$ cat src/rtl/core/chd_pkg.sv
// ----------------------------------------------------------------------------
// Chunked body decoder package
// Shared sizes, result codes and the classified byte record that the front
// end hands to the back end through the queue.
// ----------------------------------------------------------------------------
package chd_pkg;

  // Width of the chunk size counter and the size accumulator.
  localparam int SIZE_BITS = 32;

  // Depth of the queue between the classifier and the decode engine.
  localparam int QUEUE_DEPTH = 2;
  localparam int QPTR_BITS   = (QUEUE_DEPTH > 1) ? $clog2(QUEUE_DEPTH) : 1;
  localparam int QCNT_BITS   = $clog2(QUEUE_DEPTH + 1);

  // Result codes carried on the status field.
  typedef enum logic [2:0] {
    ST_PAYLOAD   = 3'd0,
    ST_ZERO_END  = 3'd1,
    ST_MALFORMED = 3'd2,
    ST_TRUNCATED = 3'd3,
    ST_NO_TERM   = 3'd4
  } chd_status_t;

  // One input word after classification.
  typedef struct packed {
    logic [7:0] byte_val;
    logic       last;
    logic       is_hex;
    logic [3:0] hex_val;
    logic       is_space;
    logic       is_cr;
    logic       is_lf;
  } chd_item_t;

endpackage

$ cat src/rtl/core/chd_front.sv
// ----------------------------------------------------------------------------
// Chunked body decoder front end
// Classifies each incoming byte: hex digit and its value, whitespace, CR, LF.
// ----------------------------------------------------------------------------
module chd_front
  import chd_pkg::*;
(
  input  logic [7:0] data_byte,
  input  logic       last_byte,
  output chd_item_t  item
);

  logic       dec_digit;
  logic       upper_hex;
  logic       lower_hex;
  logic [7:0] hex_wide;

  always_comb begin
    dec_digit = (data_byte >= 8'h30) && (data_byte <= 8'h39);
    upper_hex = (data_byte >= 8'h41) && (data_byte <= 8'h46);
    lower_hex = (data_byte >= 8'h61) && (data_byte <= 8'h66);

    if (dec_digit) begin
      hex_wide = data_byte - 8'h30;
    end else if (upper_hex) begin
      hex_wide = data_byte - 8'h37;
    end else if (lower_hex) begin
      hex_wide = data_byte - 8'h57;
    end else begin
      hex_wide = 8'h00;
    end

    item.byte_val = data_byte;
    item.last     = last_byte;
    item.is_hex   = dec_digit || upper_hex || lower_hex;
    item.hex_val  = hex_wide[3:0];
    // Space, TAB, LF, VT, FF and CR all count as whitespace.
    item.is_space = (data_byte == 8'h20) || ((data_byte >= 8'h09) && (data_byte <= 8'h0D));
    item.is_cr    = (data_byte == 8'h0D);
    item.is_lf    = (data_byte == 8'h0A);
  end

endmodule

$ cat src/rtl/core/chd_queue.sv
// ----------------------------------------------------------------------------
// Chunked body decoder queue
// Small register FIFO of classified bytes between the front and back ends.
// ----------------------------------------------------------------------------
module chd_queue
  import chd_pkg::*;
(
  input  logic      clk,
  input  logic      rst,
  input  logic      push_valid,
  output logic      push_ready,
  input  chd_item_t push_item,
  output logic      pop_valid,
  input  logic      pop_ready,
  output chd_item_t pop_item
);

  chd_item_t               slots [QUEUE_DEPTH];
  logic [QPTR_BITS-1:0]    wr_ptr;
  logic [QPTR_BITS-1:0]    rd_ptr;
  logic [QCNT_BITS-1:0]    count;
  logic                    do_push;
  logic                    do_pop;

  assign push_ready = (count != QCNT_BITS'(QUEUE_DEPTH));
  assign pop_valid  = (count != '0);
  assign pop_item   = slots[rd_ptr];
  assign do_push    = push_valid && push_ready;
  assign do_pop     = pop_valid && pop_ready;

  always_ff @(posedge clk) begin
    if (rst) begin
      wr_ptr <= '0;
      rd_ptr <= '0;
      count  <= '0;
    end else begin
      if (do_push) begin
        slots[wr_ptr] <= push_item;
        if (wr_ptr == QPTR_BITS'(QUEUE_DEPTH - 1)) begin
          wr_ptr <= '0;
        end else begin
          wr_ptr <= wr_ptr + 1'b1;
        end
      end
      if (do_pop) begin
        if (rd_ptr == QPTR_BITS'(QUEUE_DEPTH - 1)) begin
          rd_ptr <= '0;
        end else begin
          rd_ptr <= rd_ptr + 1'b1;
        end
      end
      if (do_push && !do_pop) begin
        count <= count + 1'b1;
      end else if (do_pop && !do_push) begin
        count <= count - 1'b1;
      end
    end
  end

endmodule

$ cat src/rtl/core/chd_back.sv
// ----------------------------------------------------------------------------
// Chunked body decoder back end
// Runs the size line, data and trailer state machine on classified bytes and
// holds the result word in an output register.
// ----------------------------------------------------------------------------
module chd_back
  import chd_pkg::*;
(
  input  logic       clk,
  input  logic       rst,
  input  logic       pop_valid,
  output logic       pop_ready,
  input  chd_item_t  item,
  output logic       m_tvalid,
  input  logic       m_tready,
  output logic [7:0] m_tdata,
  output logic [2:0] m_tuser,
  output logic       m_tlast
);

  typedef enum logic [1:0] {
    PH_SIZE  = 2'd0,
    PH_DATA  = 2'd1,
    PH_TRAIL = 2'd2,
    PH_STOP  = 2'd3
  } phase_t;

  phase_t                 phase, phase_next;
  logic [SIZE_BITS-1:0]   chunk_rem, chunk_rem_next;
  logic [SIZE_BITS-1:0]   size_acc, size_acc_next;
  logic                   digits_seen, digits_seen_next;
  logic                   digits_closed, digits_closed_next;
  logic                   cr_pending, cr_pending_next;

  logic                   step;
  logic                   do_size;
  logic                   clr;
  logic                   lf_handled;
  logic                   malformed;
  logic                   zero_end;
  logic                   res_valid;
  logic [7:0]             res_payload;
  chd_status_t            res_status;
  logic                   res_done;

  // The engine takes a byte whenever the output register is free or drains.
  assign pop_ready = !m_tvalid || m_tready;
  assign step      = pop_valid && pop_ready;

  always_comb begin
    phase_next         = phase;
    chunk_rem_next     = chunk_rem;
    size_acc_next      = size_acc;
    digits_seen_next   = digits_seen;
    digits_closed_next = digits_closed;
    cr_pending_next    = cr_pending;
    res_valid          = 1'b0;
    res_payload        = 8'h00;
    res_status         = ST_PAYLOAD;
    res_done           = 1'b0;
    do_size            = 1'b0;
    clr                = 1'b0;
    lf_handled         = 1'b0;
    malformed          = 1'b0;
    zero_end           = 1'b0;

    unique case (phase)
      PH_DATA: begin
        res_valid      = 1'b1;
        res_payload    = item.byte_val;
        chunk_rem_next = chunk_rem - SIZE_BITS'(1);
        if (chunk_rem <= SIZE_BITS'(1)) begin
          chunk_rem_next  = '0;
          phase_next      = PH_TRAIL;
          cr_pending_next = 1'b0;
        end
      end
      PH_TRAIL: begin
        if (cr_pending) begin
          phase_next = PH_SIZE;
          clr        = 1'b1;
          // A CR not followed by LF leaves this byte to the next size line.
          do_size    = !item.is_lf;
        end else if (item.is_cr) begin
          cr_pending_next = 1'b1;
        end else begin
          phase_next = PH_SIZE;
          clr        = 1'b1;
          do_size    = 1'b1;
        end
      end
      PH_SIZE: begin
        do_size = 1'b1;
      end
      PH_STOP: begin
      end
      default: begin
      end
    endcase

    if (clr) begin
      size_acc_next      = '0;
      digits_seen_next   = 1'b0;
      digits_closed_next = 1'b0;
      cr_pending_next    = 1'b0;
    end

    if (do_size) begin
      if (cr_pending_next) begin
        cr_pending_next = 1'b0;
        if (item.is_lf) begin
          lf_handled = 1'b1;
          if (!digits_seen_next) begin
            malformed = 1'b1;
          end else if (size_acc_next == '0) begin
            zero_end = 1'b1;
          end else begin
            chunk_rem_next     = size_acc_next;
            phase_next         = PH_DATA;
            size_acc_next      = '0;
            digits_seen_next   = 1'b0;
            digits_closed_next = 1'b0;
          end
        end
      end
      if (!lf_handled) begin
        if (item.is_cr) begin
          cr_pending_next = 1'b1;
          if (digits_seen_next) begin
            digits_closed_next = 1'b1;
          end
        end else if (!digits_closed_next) begin
          if (item.is_hex) begin
            // A digit that would push the size past its width is an error.
            if (size_acc_next[SIZE_BITS-1 -: 4] != 4'h0) begin
              malformed = 1'b1;
            end else begin
              size_acc_next    = {size_acc_next[SIZE_BITS-5:0], item.hex_val};
              digits_seen_next = 1'b1;
            end
          end else if (digits_seen_next) begin
            digits_closed_next = 1'b1;
          end else if (!item.is_space) begin
            malformed = 1'b1;
          end
        end
      end
    end

    if (malformed || zero_end) begin
      phase_next         = PH_STOP;
      size_acc_next      = '0;
      digits_seen_next   = 1'b0;
      digits_closed_next = 1'b0;
      cr_pending_next    = 1'b0;
      res_valid          = 1'b1;
      res_payload        = 8'h00;
      res_status         = malformed ? ST_MALFORMED : ST_ZERO_END;
      res_done           = 1'b1;
    end

    if (item.last) begin
      if (!(res_valid && res_done) && (phase != PH_STOP)) begin
        res_valid   = 1'b1;
        res_done    = 1'b1;
        res_payload = (phase == PH_DATA) ? item.byte_val : 8'h00;
        if ((phase_next == PH_DATA) && (chunk_rem_next != '0)) begin
          res_status = ST_TRUNCATED;
        end else begin
          res_status = ST_NO_TERM;
        end
      end
      phase_next         = PH_SIZE;
      chunk_rem_next     = '0;
      size_acc_next      = '0;
      digits_seen_next   = 1'b0;
      digits_closed_next = 1'b0;
      cr_pending_next    = 1'b0;
    end
  end

  always_ff @(posedge clk) begin
    if (rst) begin
      phase         <= PH_SIZE;
      chunk_rem     <= '0;
      size_acc      <= '0;
      digits_seen   <= 1'b0;
      digits_closed <= 1'b0;
      cr_pending    <= 1'b0;
      m_tvalid      <= 1'b0;
    end else begin
      if (step) begin
        phase         <= phase_next;
        chunk_rem     <= chunk_rem_next;
        size_acc      <= size_acc_next;
        digits_seen   <= digits_seen_next;
        digits_closed <= digits_closed_next;
        cr_pending    <= cr_pending_next;
        m_tvalid      <= res_valid;
        if (res_valid) begin
          m_tdata <= res_payload;
          m_tuser <= res_status;
          m_tlast <= res_done;
        end
      end else if (m_tready) begin
        m_tvalid <= 1'b0;
      end
    end
  end

`ifndef ASSERT_OFF
  // Inside a chunk there is always at least one data byte still due.
  assert property (@(posedge clk) disable iff (rst)
    (phase == PH_DATA) |-> (chunk_rem != '0))
    else $error("data phase with no bytes remaining");

  // Only payload words leave the stream open, every other code ends it.
  assert property (@(posedge clk) disable iff (rst)
    m_tvalid |-> ((m_tuser == ST_PAYLOAD) != m_tlast))
    else $error("status and end flag disagree");

  // A final input byte always returns the engine to a clean size line.
  assert property (@(posedge clk) disable iff (rst)
    (step && item.last) |=> ((phase == PH_SIZE) && !cr_pending && !digits_seen
                             && (size_acc == '0)))
    else $error("engine not reset after final byte");

  // A stopped stream produces no words until the final byte arrives.
  assert property (@(posedge clk) disable iff (rst)
    (step && (phase == PH_STOP)) |=> (m_tvalid == $past(m_tvalid && !m_tready)))
    else $error("word produced while stopped");
`endif

endmodule

$ cat src/rtl/core/http_chunked_body_decoder.sv
// ----------------------------------------------------------------------------
// HTTP chunked body decoder
// Turns a chunked transfer body, one byte per word, into its payload bytes.
// ----------------------------------------------------------------------------
// Usage:
// The slave stream carries the raw body, one byte per word, with tlast set on
// the final byte of the body. The master stream carries one word per payload
// byte and one closing word per body: tuser gives the status (payload, zero
// chunk end, malformed size, truncated chunk, or ended without terminator) and
// tlast marks the word that ends the decoded stream. Size lines, chunk CR LF
// and anything after an end are consumed without producing words.
// A classifier tags each accepted byte, a two-word queue buffers it, and the
// decode engine runs one byte per cycle into a registered output while that
// register is free or draining. A result passes a queue slot and then the
// output register, and the block sustains one byte per cycle when not stalled.
// When the master side stalls, the output register holds its word and the
// queue absorbs up to two more bytes before s_tready drops.
// Synchronous reset returns the engine to the start of a size line and
// empties the queue and the output register. Every byte flagged with tlast
// also returns the engine to that start state after it is handled.
// ----------------------------------------------------------------------------
module http_chunked_body_decoder
  import chd_pkg::*;
(
  input  logic       clk,
  input  logic       rst,
  input  logic       s_tvalid,
  output logic       s_tready,
  input  logic [7:0] s_tdata,   // [7:0] data_byte
  input  logic       s_tlast,   // last_byte
  output logic       m_tvalid,
  input  logic       m_tready,
  output logic [7:0] m_tdata,   // [7:0] payload_byte
  output logic [2:0] m_tuser,   // [2:0] status
  output logic       m_tlast    // stream_done
);

  chd_item_t front_item;
  chd_item_t head_item;
  logic      head_valid;
  logic      head_ready;

  // Byte classification ahead of the queue.
  chd_front u_front (
    .data_byte (s_tdata),
    .last_byte (s_tlast),
    .item      (front_item)
  );

  // Decouples input acceptance from output stalls.
  chd_queue u_queue (
    .clk        (clk),
    .rst        (rst),
    .push_valid (s_tvalid),
    .push_ready (s_tready),
    .push_item  (front_item),
    .pop_valid  (head_valid),
    .pop_ready  (head_ready),
    .pop_item   (head_item)
  );

  // Size line, data and trailer parsing with the output register.
  chd_back u_back (
    .clk       (clk),
    .rst       (rst),
    .pop_valid (head_valid),
    .pop_ready (head_ready),
    .item      (head_item),
    .m_tvalid  (m_tvalid),
    .m_tready  (m_tready),
    .m_tdata   (m_tdata),
    .m_tuser   (m_tuser),
    .m_tlast   (m_tlast)
  );

endmodule

$ cat config.mk
export PLATFORM = sky130hd
export DESIGN_NAME = http_chunked_body_decoder
export DESIGN_NICKNAME = d
export VERILOG_FILES = /design/src/rtl/core/chd_pkg.sv /design/src/rtl/core/chd_front.sv /design/src/rtl/core/chd_queue.sv /design/src/rtl/core/chd_back.sv /design/src/rtl/core/http_chunked_body_decoder.sv
export SDC_FILE = /design/constraint.sdc
export NUM_CORES = 1
export LEC_CHECK = 0
export BUFFER_PORTS_ARGS = -buffer_cell sky130_fd_sc_hd__buf_2
export CELL_PAD_IN_SITES_DETAIL_PLACEMENT = 1
export CELL_PAD_IN_SITES_GLOBAL_PLACEMENT = 1
export CORE_AREA = 2 2 121 170
export CTS_CLUSTER_SIZE = 25
export DETAILED_ROUTE_END_ITERATION = 7
export DIE_AREA = 0 0 123 172
export HOLD_SLACK_MARGIN = 0.03
export PLACE_DENSITY = 0.66
export SYNTH_ARGS = -nofsm -noshare
export SYNTH_HDL_FRONTEND = slang
export SYNTH_SLANG_ARGS = --single-unit
$ cat constraint.sdc
create_clock -name clk -period 5.6 [get_ports clk]
set_clock_uncertainty 0.15 [all_clocks]
set_input_delay 0.84 -clock clk [delete_from_list [all_inputs] [get_ports clk]]
set_output_delay 0.84 -clock clk [all_outputs]
set_load 0.02 [all_outputs]
==> impl_metrics.json, run 1 <==
{
  "i_o_pin_total": 27,
  "synthesis.yosys.warnings": 0,
  "grt.total_usage_pct": 21.23,
  "detail_route.iter0.violations": 364,
  "floorplan.initialDensity_pct": 34.23,
  "cts_max_path_buffers": 2,
  "synth.yosys.seq_area_share_pct": 42.77,
  "pwr_density_cell_nw_per_um2": 401.2,
  "post-route-worst-setup-slack_ns": 1.528,
  "crit_path_start_kind": "flop",
  "rows": 61,
  "post_route_cells_drive_above_1_share_pct": 13.01,
  "synth-edff-count": 46,
  "final_net_count": 766,
  "period_needed_ns": 4.072,
  "tritoncts.num_buffers": 17,
  "final-max-slew-violation-count": 0,
  "clkTransAtPathRegs_ns": 0.06,
  "fin_crit_sh_pct": 72.72,
  "routed_wirelength_mm": 21.19,
  "ant_nets": 0,
  "yosys_register_bits": 121,
  "initial_antenna_violation_count": 0,
  "drt_drc_violations_left": 0,
  "timing.max_slew.rel_slack_pct": 32.03,
  "post_layout_nonfiller_instances": 1005,
  "cts_resized": 0,
  "flow.area_growth_from_synthesis_pct": 13.38,
  "cts_hold_repair.buffers": 0,
  "power.static_leakage_nw": 2.785,
  "dp_hpwl_mm": 15.43,
  "dieWidth_um": 123,
  "final_cell_mix": "sky130_fd_sc_hd__nor2_1 (76), sky130_fd_sc_hd__dfxtp_1 (75), sky130_fd_sc_hd__nand2_1 (69)",
  "min_path_type": "reg2reg",
  "first_global_vias": 6081,
  "ys.flop_type": "sky130_fd_sc_hd__dfxtp_1",
  "synth-async-reset-ratio_pct": 0,
  "fin_util_pct": 38.81,
  "synth.net_count": 761,
  "synth_cells": 735,
  "clk-insertion-delay-late_ns": 0.43,
  "wire_per_inst_um": 21.08,
  "setup_tns_ns": 0,
  "place_inst": 973,
  "layout.filler_cells": 2264,
  "mostFrequentLayoutCell": "sky130_fd_sc_hd__nor2_1",
  "number_of_buffers_inserted_by_post_cts_setup_repair": 0,
  "timing_worst_slew_pin_value_ns": 1.019,
  "place_worst_setup_slack_ns": 1.563,
  "hold_ws_ns": 0.3635,
  "grt_first_pass_wirelength_mm": 33.75,
  "floorplan.core_area_um2": 19690,
  "cp_data_arrival_time_ns": 3.98,
  "post_synth_main_area_contributors": "sky130_fd_sc_hd__dfxtp_1 (22%), sky130_fd_sc_hd__edfxtp_1 (20%), sky130_fd_sc_hd__nor2_1 (4.3%)",
  "cp_cell_sequence": "buf_4, mux2i_1, a211oi_1, nor4_2, nor2_1, a31o_2, o21ai_2, o31a_1",
  "ctsHtreeMaxLevel": 4,
  "hold_violations": 0,
  "crit_required_ns": 5.51,
  "critical_path.endpoint_type": "flop",
  "synthesis.area_per_instance_um2": 9.170,
  "vdd.ir_drop.worst_mv": 0.2202,
  "cp_max_fo": 20,
  "detailroute.via_count": 5787,
  "rsz_0062_raised_after_global_routing": "false",
  "detail_route.first_pass.iterations": 5,
  "grt-ovfl-total": 0,
  "run_status": "finished, final reports clean",
  "largest_net_degree_at_the_start_of_global_routing": 54,
  "placement.io_buffers": 26,
  "fmaxAchievable_mhz": 245.6,
  "antenna_cells": 0,
  "critical-path-slowest-cell": "sky130_fd_sc_hd__mux2i_1",
  "netlist-cell-type-count": 75,
  "finalWeightedCongestion": 0.8837,
  "top_area_cell_type_share_of_the_netlist_area_pct": 22.28,
  "post-synth-top-area-cell": "sky130_fd_sc_hd__dfxtp_1",
  "ratio_of_routed_vias_to_standard_cells": 5.758,
  "summed_instance_area_of_the_synthesized_netlist_um2": 6740,
  "setup_viol": 0,
  "clockRootBuffer": "sky130_fd_sc_hd__clkbuf_16",
  "critPathMaxStageDelay_ns": 0.57,
  "clock_sink_count": 121,
  "clock_tree_from_tritoncts": "yes",
  "design.die.area_um2": 21160,
  "cap_violations": 0,
  "die_height_um": 172,
  "critPathKind": "reg2reg"
}
## worst max-delay path, delay by kind of cell (launching register included)
family                 cells  cell delay [ns]
multiplexers               1             0.57
AO/OA/AOI/OAI              4             1.71
AND/OR/NAND/NOR            2             0.65
buffers and inverters      1             0.30
flip-flops                 1             0.31
## where the power goes
| part | internal, W | switching (W) |
|---|---|---|
| clock | 0.000716 | 0.000426 |
| combinational | 0.000282 | 0.000604 |
| sequential | 0.000991 | 0.0000470 |
| total | 0.00199 | 0.00108 |
## routing by layer
metal / track usage (%) / share of wire (%)
met1: 22.63 / 39
met2: 38.29 / 53
met3: 3.661 / 2.5
met4: 13.29 / 5.8
met5: 0 / 0
## cell type report
type | instances | area, um^2 | area share [%]
clock inverters | 11 | 133.9 | 1.752
well taps | 252 | 315.3 | 4.126
inverters | 14 | 52.55 | 0.6876
flip-flops and latches | 121 | 2883 | 37.72
clock buffers | 21 | 484.2 | 6.336
multi-input cells | 549 | 3561 | 46.59
repair buffers | 37 | 212.7 | 2.783
## synth_stat cells (4+ instances only)
| cell type | count |
|---|---|
| sky130_fd_sc_hd__nand3b_1 | 6 |
| sky130_fd_sc_hd__buf_2 | 10 |
| sky130_fd_sc_hd__nand4_1 | 6 |
| sky130_fd_sc_hd__clkbuf_1 | 30 |
| sky130_fd_sc_hd__a31oi_1 | 6 |
| sky130_fd_sc_hd__a211oi_1 | 4 |
| sky130_fd_sc_hd__o21ai_0 | 24 |
| sky130_fd_sc_hd__edfxtp_1 | 46 |
| sky130_fd_sc_hd__nor2_1 | 77 |
| sky130_fd_sc_hd__nor2b_1 | 5 |
| sky130_fd_sc_hd__nor4b_1 | 4 |
| sky130_fd_sc_hd__dfxtp_1 | 75 |
| sky130_fd_sc_hd__nor3_1 | 25 |
| sky130_fd_sc_hd__nand2_1 | 69 |
| sky130_fd_sc_hd__mux2i_1 | 18 |
| sky130_fd_sc_hd__or4_1 | 6 |
| sky130_fd_sc_hd__or3_1 | 11 |
| sky130_fd_sc_hd__ha_1 | 13 |
| sky130_fd_sc_hd__buf_6 | 6 |
| sky130_fd_sc_hd__mux2_2 | 5 |
| sky130_fd_sc_hd__a22oi_1 | 23 |
| sky130_fd_sc_hd__nand3_1 | 31 |
| sky130_fd_sc_hd__a22o_1 | 27 |
| sky130_fd_sc_hd__xnor2_1 | 19 |
| sky130_fd_sc_hd__o31ai_1 | 17 |
| sky130_fd_sc_hd__nor4_1 | 21 |
| sky130_fd_sc_hd__xor2_1 | 12 |
| sky130_fd_sc_hd__nand2b_1 | 7 |
| sky130_fd_sc_hd__inv_1 | 13 |
| sky130_fd_sc_hd__nor4_2 | 6 |
| sky130_fd_sc_hd__a21oi_1 | 40 |
| sky130_fd_sc_hd__o211ai_1 | 7 |
## per-stage QoR
| step | cell area [um^2] | total power (W) |
|---|---|---|
| floorplan | 6740 | 0.001699 |
| global placement | 7024 | 0.001916 |
| detailed placement | 7024 | 0.001944 |
| CTS | 7642 | 0.003097 |
| global route | 7642 | 0.003225 |
| finish | 7642 | 0.003066 |
## worst paths after layout
kind,startpoint,end,slack [ns],depth (start not counted)
setup / recovery,flop,u_back.m_tdata[1],1.53,8
hold / removal,u_back.chunk_rem[27],u_back.chunk_rem[27],0.36,2
setup reg to reg,flop,u_back.m_tdata[1],1.53,8
hold reg to reg,u_back.chunk_rem[27],u_back.chunk_rem[27],0.36,2
## flip-flops by register name (all words and copies together), names as in the netlist, named ones only
name / count
u_back.phase: 2
u_back.m_tuser: 3
u_queue.rd_ptr: 1
u_back.m_tdata: 8
u_back.m_tlast: 1
u_queue.slots: 34
u_back.cr_pending: 1
u_back.chunk_rem: 32
u_back.size_acc: 32
u_queue.count: 2
u_back.m_tvalid: 1
u_back.digits_seen: 1
u_queue.wr_ptr: 1
u_back.digits_closed: 1
## cell families after synthesis
group,Yosys count,synth area share (%)
compound gates,184,19.53
simple gates,297,23.00
fa+ha+maj,13,2.413
buf+inv,65,4.585
xor+xnor,31,4.028
mux,24,3.675
flops,121,42.77
Note: power is estimated with default switching activity, not from simulation.
==> run 2, diff against run 1 <==
Clock period 5.6 ns to 4 ns, I/O delays scaled along.
==> run 2 against run 1 <==
  * Final cell count up 1.9%
  * Via count up 1.8%
  * Sequential cell count unchanged
  * Register-to-register slack worse by 1.2 ns
  * Worst hold slack worse by 0.12 ns
  * Die area unchanged
  * Combinational power up 51%
  * Non-clock buffer count up 19
  * Sequential share of layout area down 0.83 points
  * Global-route usage up 0.90 points
  * Fmax up 9.8%
  * Core utilization up 0.88 points
  * Critical path type unchanged
  * Highest routed layer unchanged
==> impl_metrics.json, run 2 (synthesized netlist as in run 1, its figures left out) <==
{
  "design.die.area_um2": 21160,
  "clkTransAtPathRegs_ns": 0.06,
  "floorplan.core_area_um2": 19690,
  "cap_violations": 0,
  "fin_util_pct": 39.69,
  "placement.io_buffers": 26,
  "clockRootBuffer": "sky130_fd_sc_hd__clkbuf_16",
  "grt_first_pass_wirelength_mm": 35.57,
  "ratio_of_routed_vias_to_standard_cells": 5.752,
  "clk-insertion-delay-late_ns": 0.43,
  "cts_max_path_buffers": 2,
  "min_path_type": "in2reg",
  "worstReg2RegStart": "u_back.phase[1]",
  "timing_worst_slew_pin_value_ns": 1.037,
  "initial_antenna_violation_count": 0,
  "cellInternalPower_w": 0.002849,
  "crit_required_ns": 4.01,
  "hold_ws_ns": 0.2444,
  "timing.max_slew.rel_slack_pct": 30.89,
  "fin_crit_sh_pct": 92.69,
  "final_cell_mix": "sky130_fd_sc_hd__nor2_1 (76), sky130_fd_sc_hd__dfxtp_1 (75), sky130_fd_sc_hd__nand2_1 (69)",
  "grt_use_met3_pct": 3.397,
  "reg2regPathDepth": 10,
  "critical_path.endpoint_type": "flop",
  "cp_max_fo": 12,
  "setup_tns_ns": 0,
  "cp_num_buf_inv": 1,
  "grt-ovfl-total": 0,
  "cp_cell_sequence": "inv_1, ha_1, or4b_1, or4_4, nor4_1, xor2_1, nor4b_1, a21oi_1, o311ai_2, nand3_1",
  "detailroute.via_count": 5890,
  "met2_track_utilization_from_global_routing_pct": 40.19,
  "post_route_cells_drive_above_1_share_pct": 15.28,
  "final-max-slew-violation-count": 0,
  "place_inst": 992,
  "i_o_pin_total": 27,
  "clock_sink_count": 121,
  "clock_tree_from_tritoncts": "yes",
  "post-route-worst-setup-slack_ns": 0.2923,
  "r2r-end": "u_back.m_tuser[0]",
  "dp_hpwl_mm": 15.94,
  "die_height_um": 172,
  "combinational_power_share_pct": 30.4,
  "power.static_leakage_nw": 2.893,
  "cts_hold_repair.buffers": 0,
  "timing.reg2reg.setup_slack_ns": 0.29,
  "setup.worst_path.end": "u_back.m_tuser[0]",
  "floorplan.initialDensity_pct": 34.23,
  "clkPwrFrac_pct": 36.6,
  "antenna_cells": 0,
  "critPathMaxStageDelay_ns": 0.60,
  "first_global_vias": 6445,
  "flow.area_growth_from_synthesis_pct": 15.95,
  "globalRoute.busiestLayer": "met2",
  "largest_register": "u_queue.slots",
  "fmaxAchievable_mhz": 269.7,
  "sw_frac_of_total_pct": 35.54,
  "mostFrequentLayoutCell": "sky130_fd_sc_hd__nor2_1",
  "detail_route.first_pass.iterations": 4,
  "reg.largest.list": "u_queue.slots: 34 flops, u_back.chunk_rem: 32 flops, u_back.size_acc: 32 flops",
  "period_needed_ns": 3.708,
  "ctsHtreeMaxLevel": 4,
  "worst_path_dominant_cell_family": "simple AND/OR/NAND/NOR gates",
  "run_status": "finished, final reports clean",
  "largest_net_degree_at_the_start_of_global_routing": 54,
  "drt_drc_violations_left": 0,
  "detail_route.iter0.violations": 370,
  "hold_violations": 0,
  "setup_viol": 0,
  "grt.total_usage_pct": 22.13,
  "rows": 61,
  "dieWidth_um": 123,
  "critical-path-slowest-cell": "sky130_fd_sc_hd__or4b_1",
  "sequential_share_of_power_pct": 33.0,
  "tritoncts.num_buffers": 17,
  "crit_path_start_kind": "flop",
  "p_sw_w": 0.001571,
  "finalWeightedCongestion": 0.8442,
  "cp_data_arrival_time_ns": 3.71,
  "critical_path.startpoint": "u_back.phase[1]",
  "layout.filler_cells": 2257,
  "post_layout_nonfiller_instances": 1024,
  "crit_cells": 10,
  "rsz_0062_raised_after_global_routing": "false",
  "pwr_density_cell_nw_per_um2": 565.5,
  "routed_wirelength_mm": 22.10,
  "vdd.ir_drop.worst_mv": 0.4268,
  "place_worst_setup_slack_ns": 0.2571,
  "critPathKind": "reg2reg",
  "ant_nets": 0,
  "wire_per_inst_um": 21.58,
  "grt.met1_usage_pct": 23.61,
  "final_net_count": 785,
  "largest_register_ff_count": 34
}
==> run 2: through the flow <==
step	total power, W	cell area (um^2)
floorplan	0.002379	6740
global placement	0.002787	7179
detailed placement	0.002828	7179
CTS	0.004456	7810
global route	0.004635	7815
finish	0.004419	7815
==> run 2: worst min path at each step <==
stage,from,to,slack [ns],depth (start not counted)
after floorplan,u_back.size_acc[31],u_back.size_acc[31],0.31,1
after global placement,u_back.size_acc[31],u_back.size_acc[31],0.32,1
after detailed placement,u_back.size_acc[31],u_back.size_acc[31],0.33,1
after CTS,s_tlast,u_queue.slots[0][8],0.24,1
after global routing,s_tlast,u_queue.slots[1][8],0.24,1
final,s_tlast,u_queue.slots[0][8],0.24,1
==> run 2: power groups by stage <==
stage,clock (W),combinational (W),sequential (W)
2_1_floorplan,0,0.000900,0.00148
3_3_place_gp,0,0.00131,0.00148
3_5_place_dp,0,0.00134,0.00148
4_1_cts,0.00164,0.00136,0.00146
5_1_grt,0.00169,0.00147,0.00147
6_report,0.00162,0.00134,0.00146
==> run 2: metal layers <==
layer	part of all wire, %	wire length [um]	vias to the layer above
li1	-	-	2786
met3	2.4	524	55
met4	5.4	1190	0
met5	0	0	-
met1	39	8582	2934
met2	53	11800	115
==> run 2: final cells by class <==
cell class                      instances  area [um^2]  area share [%]
Clock buffer                           22        529.3           6.772
Clock inverter                         10        101.3           1.297
Inverter                               14        52.55          0.6724
Multi-Input combinational cell        549         3566           45.63
Sequential cell                       121         2883           36.89
Tap cell                              252        315.3           4.035
Timing Repair Buffer                   56        367.9           4.707
==> run 2: timing repair <==
action                     CTS  global route
setup buffers                0             0
setup endpoints to repair    0             5
resized for setup            0             1
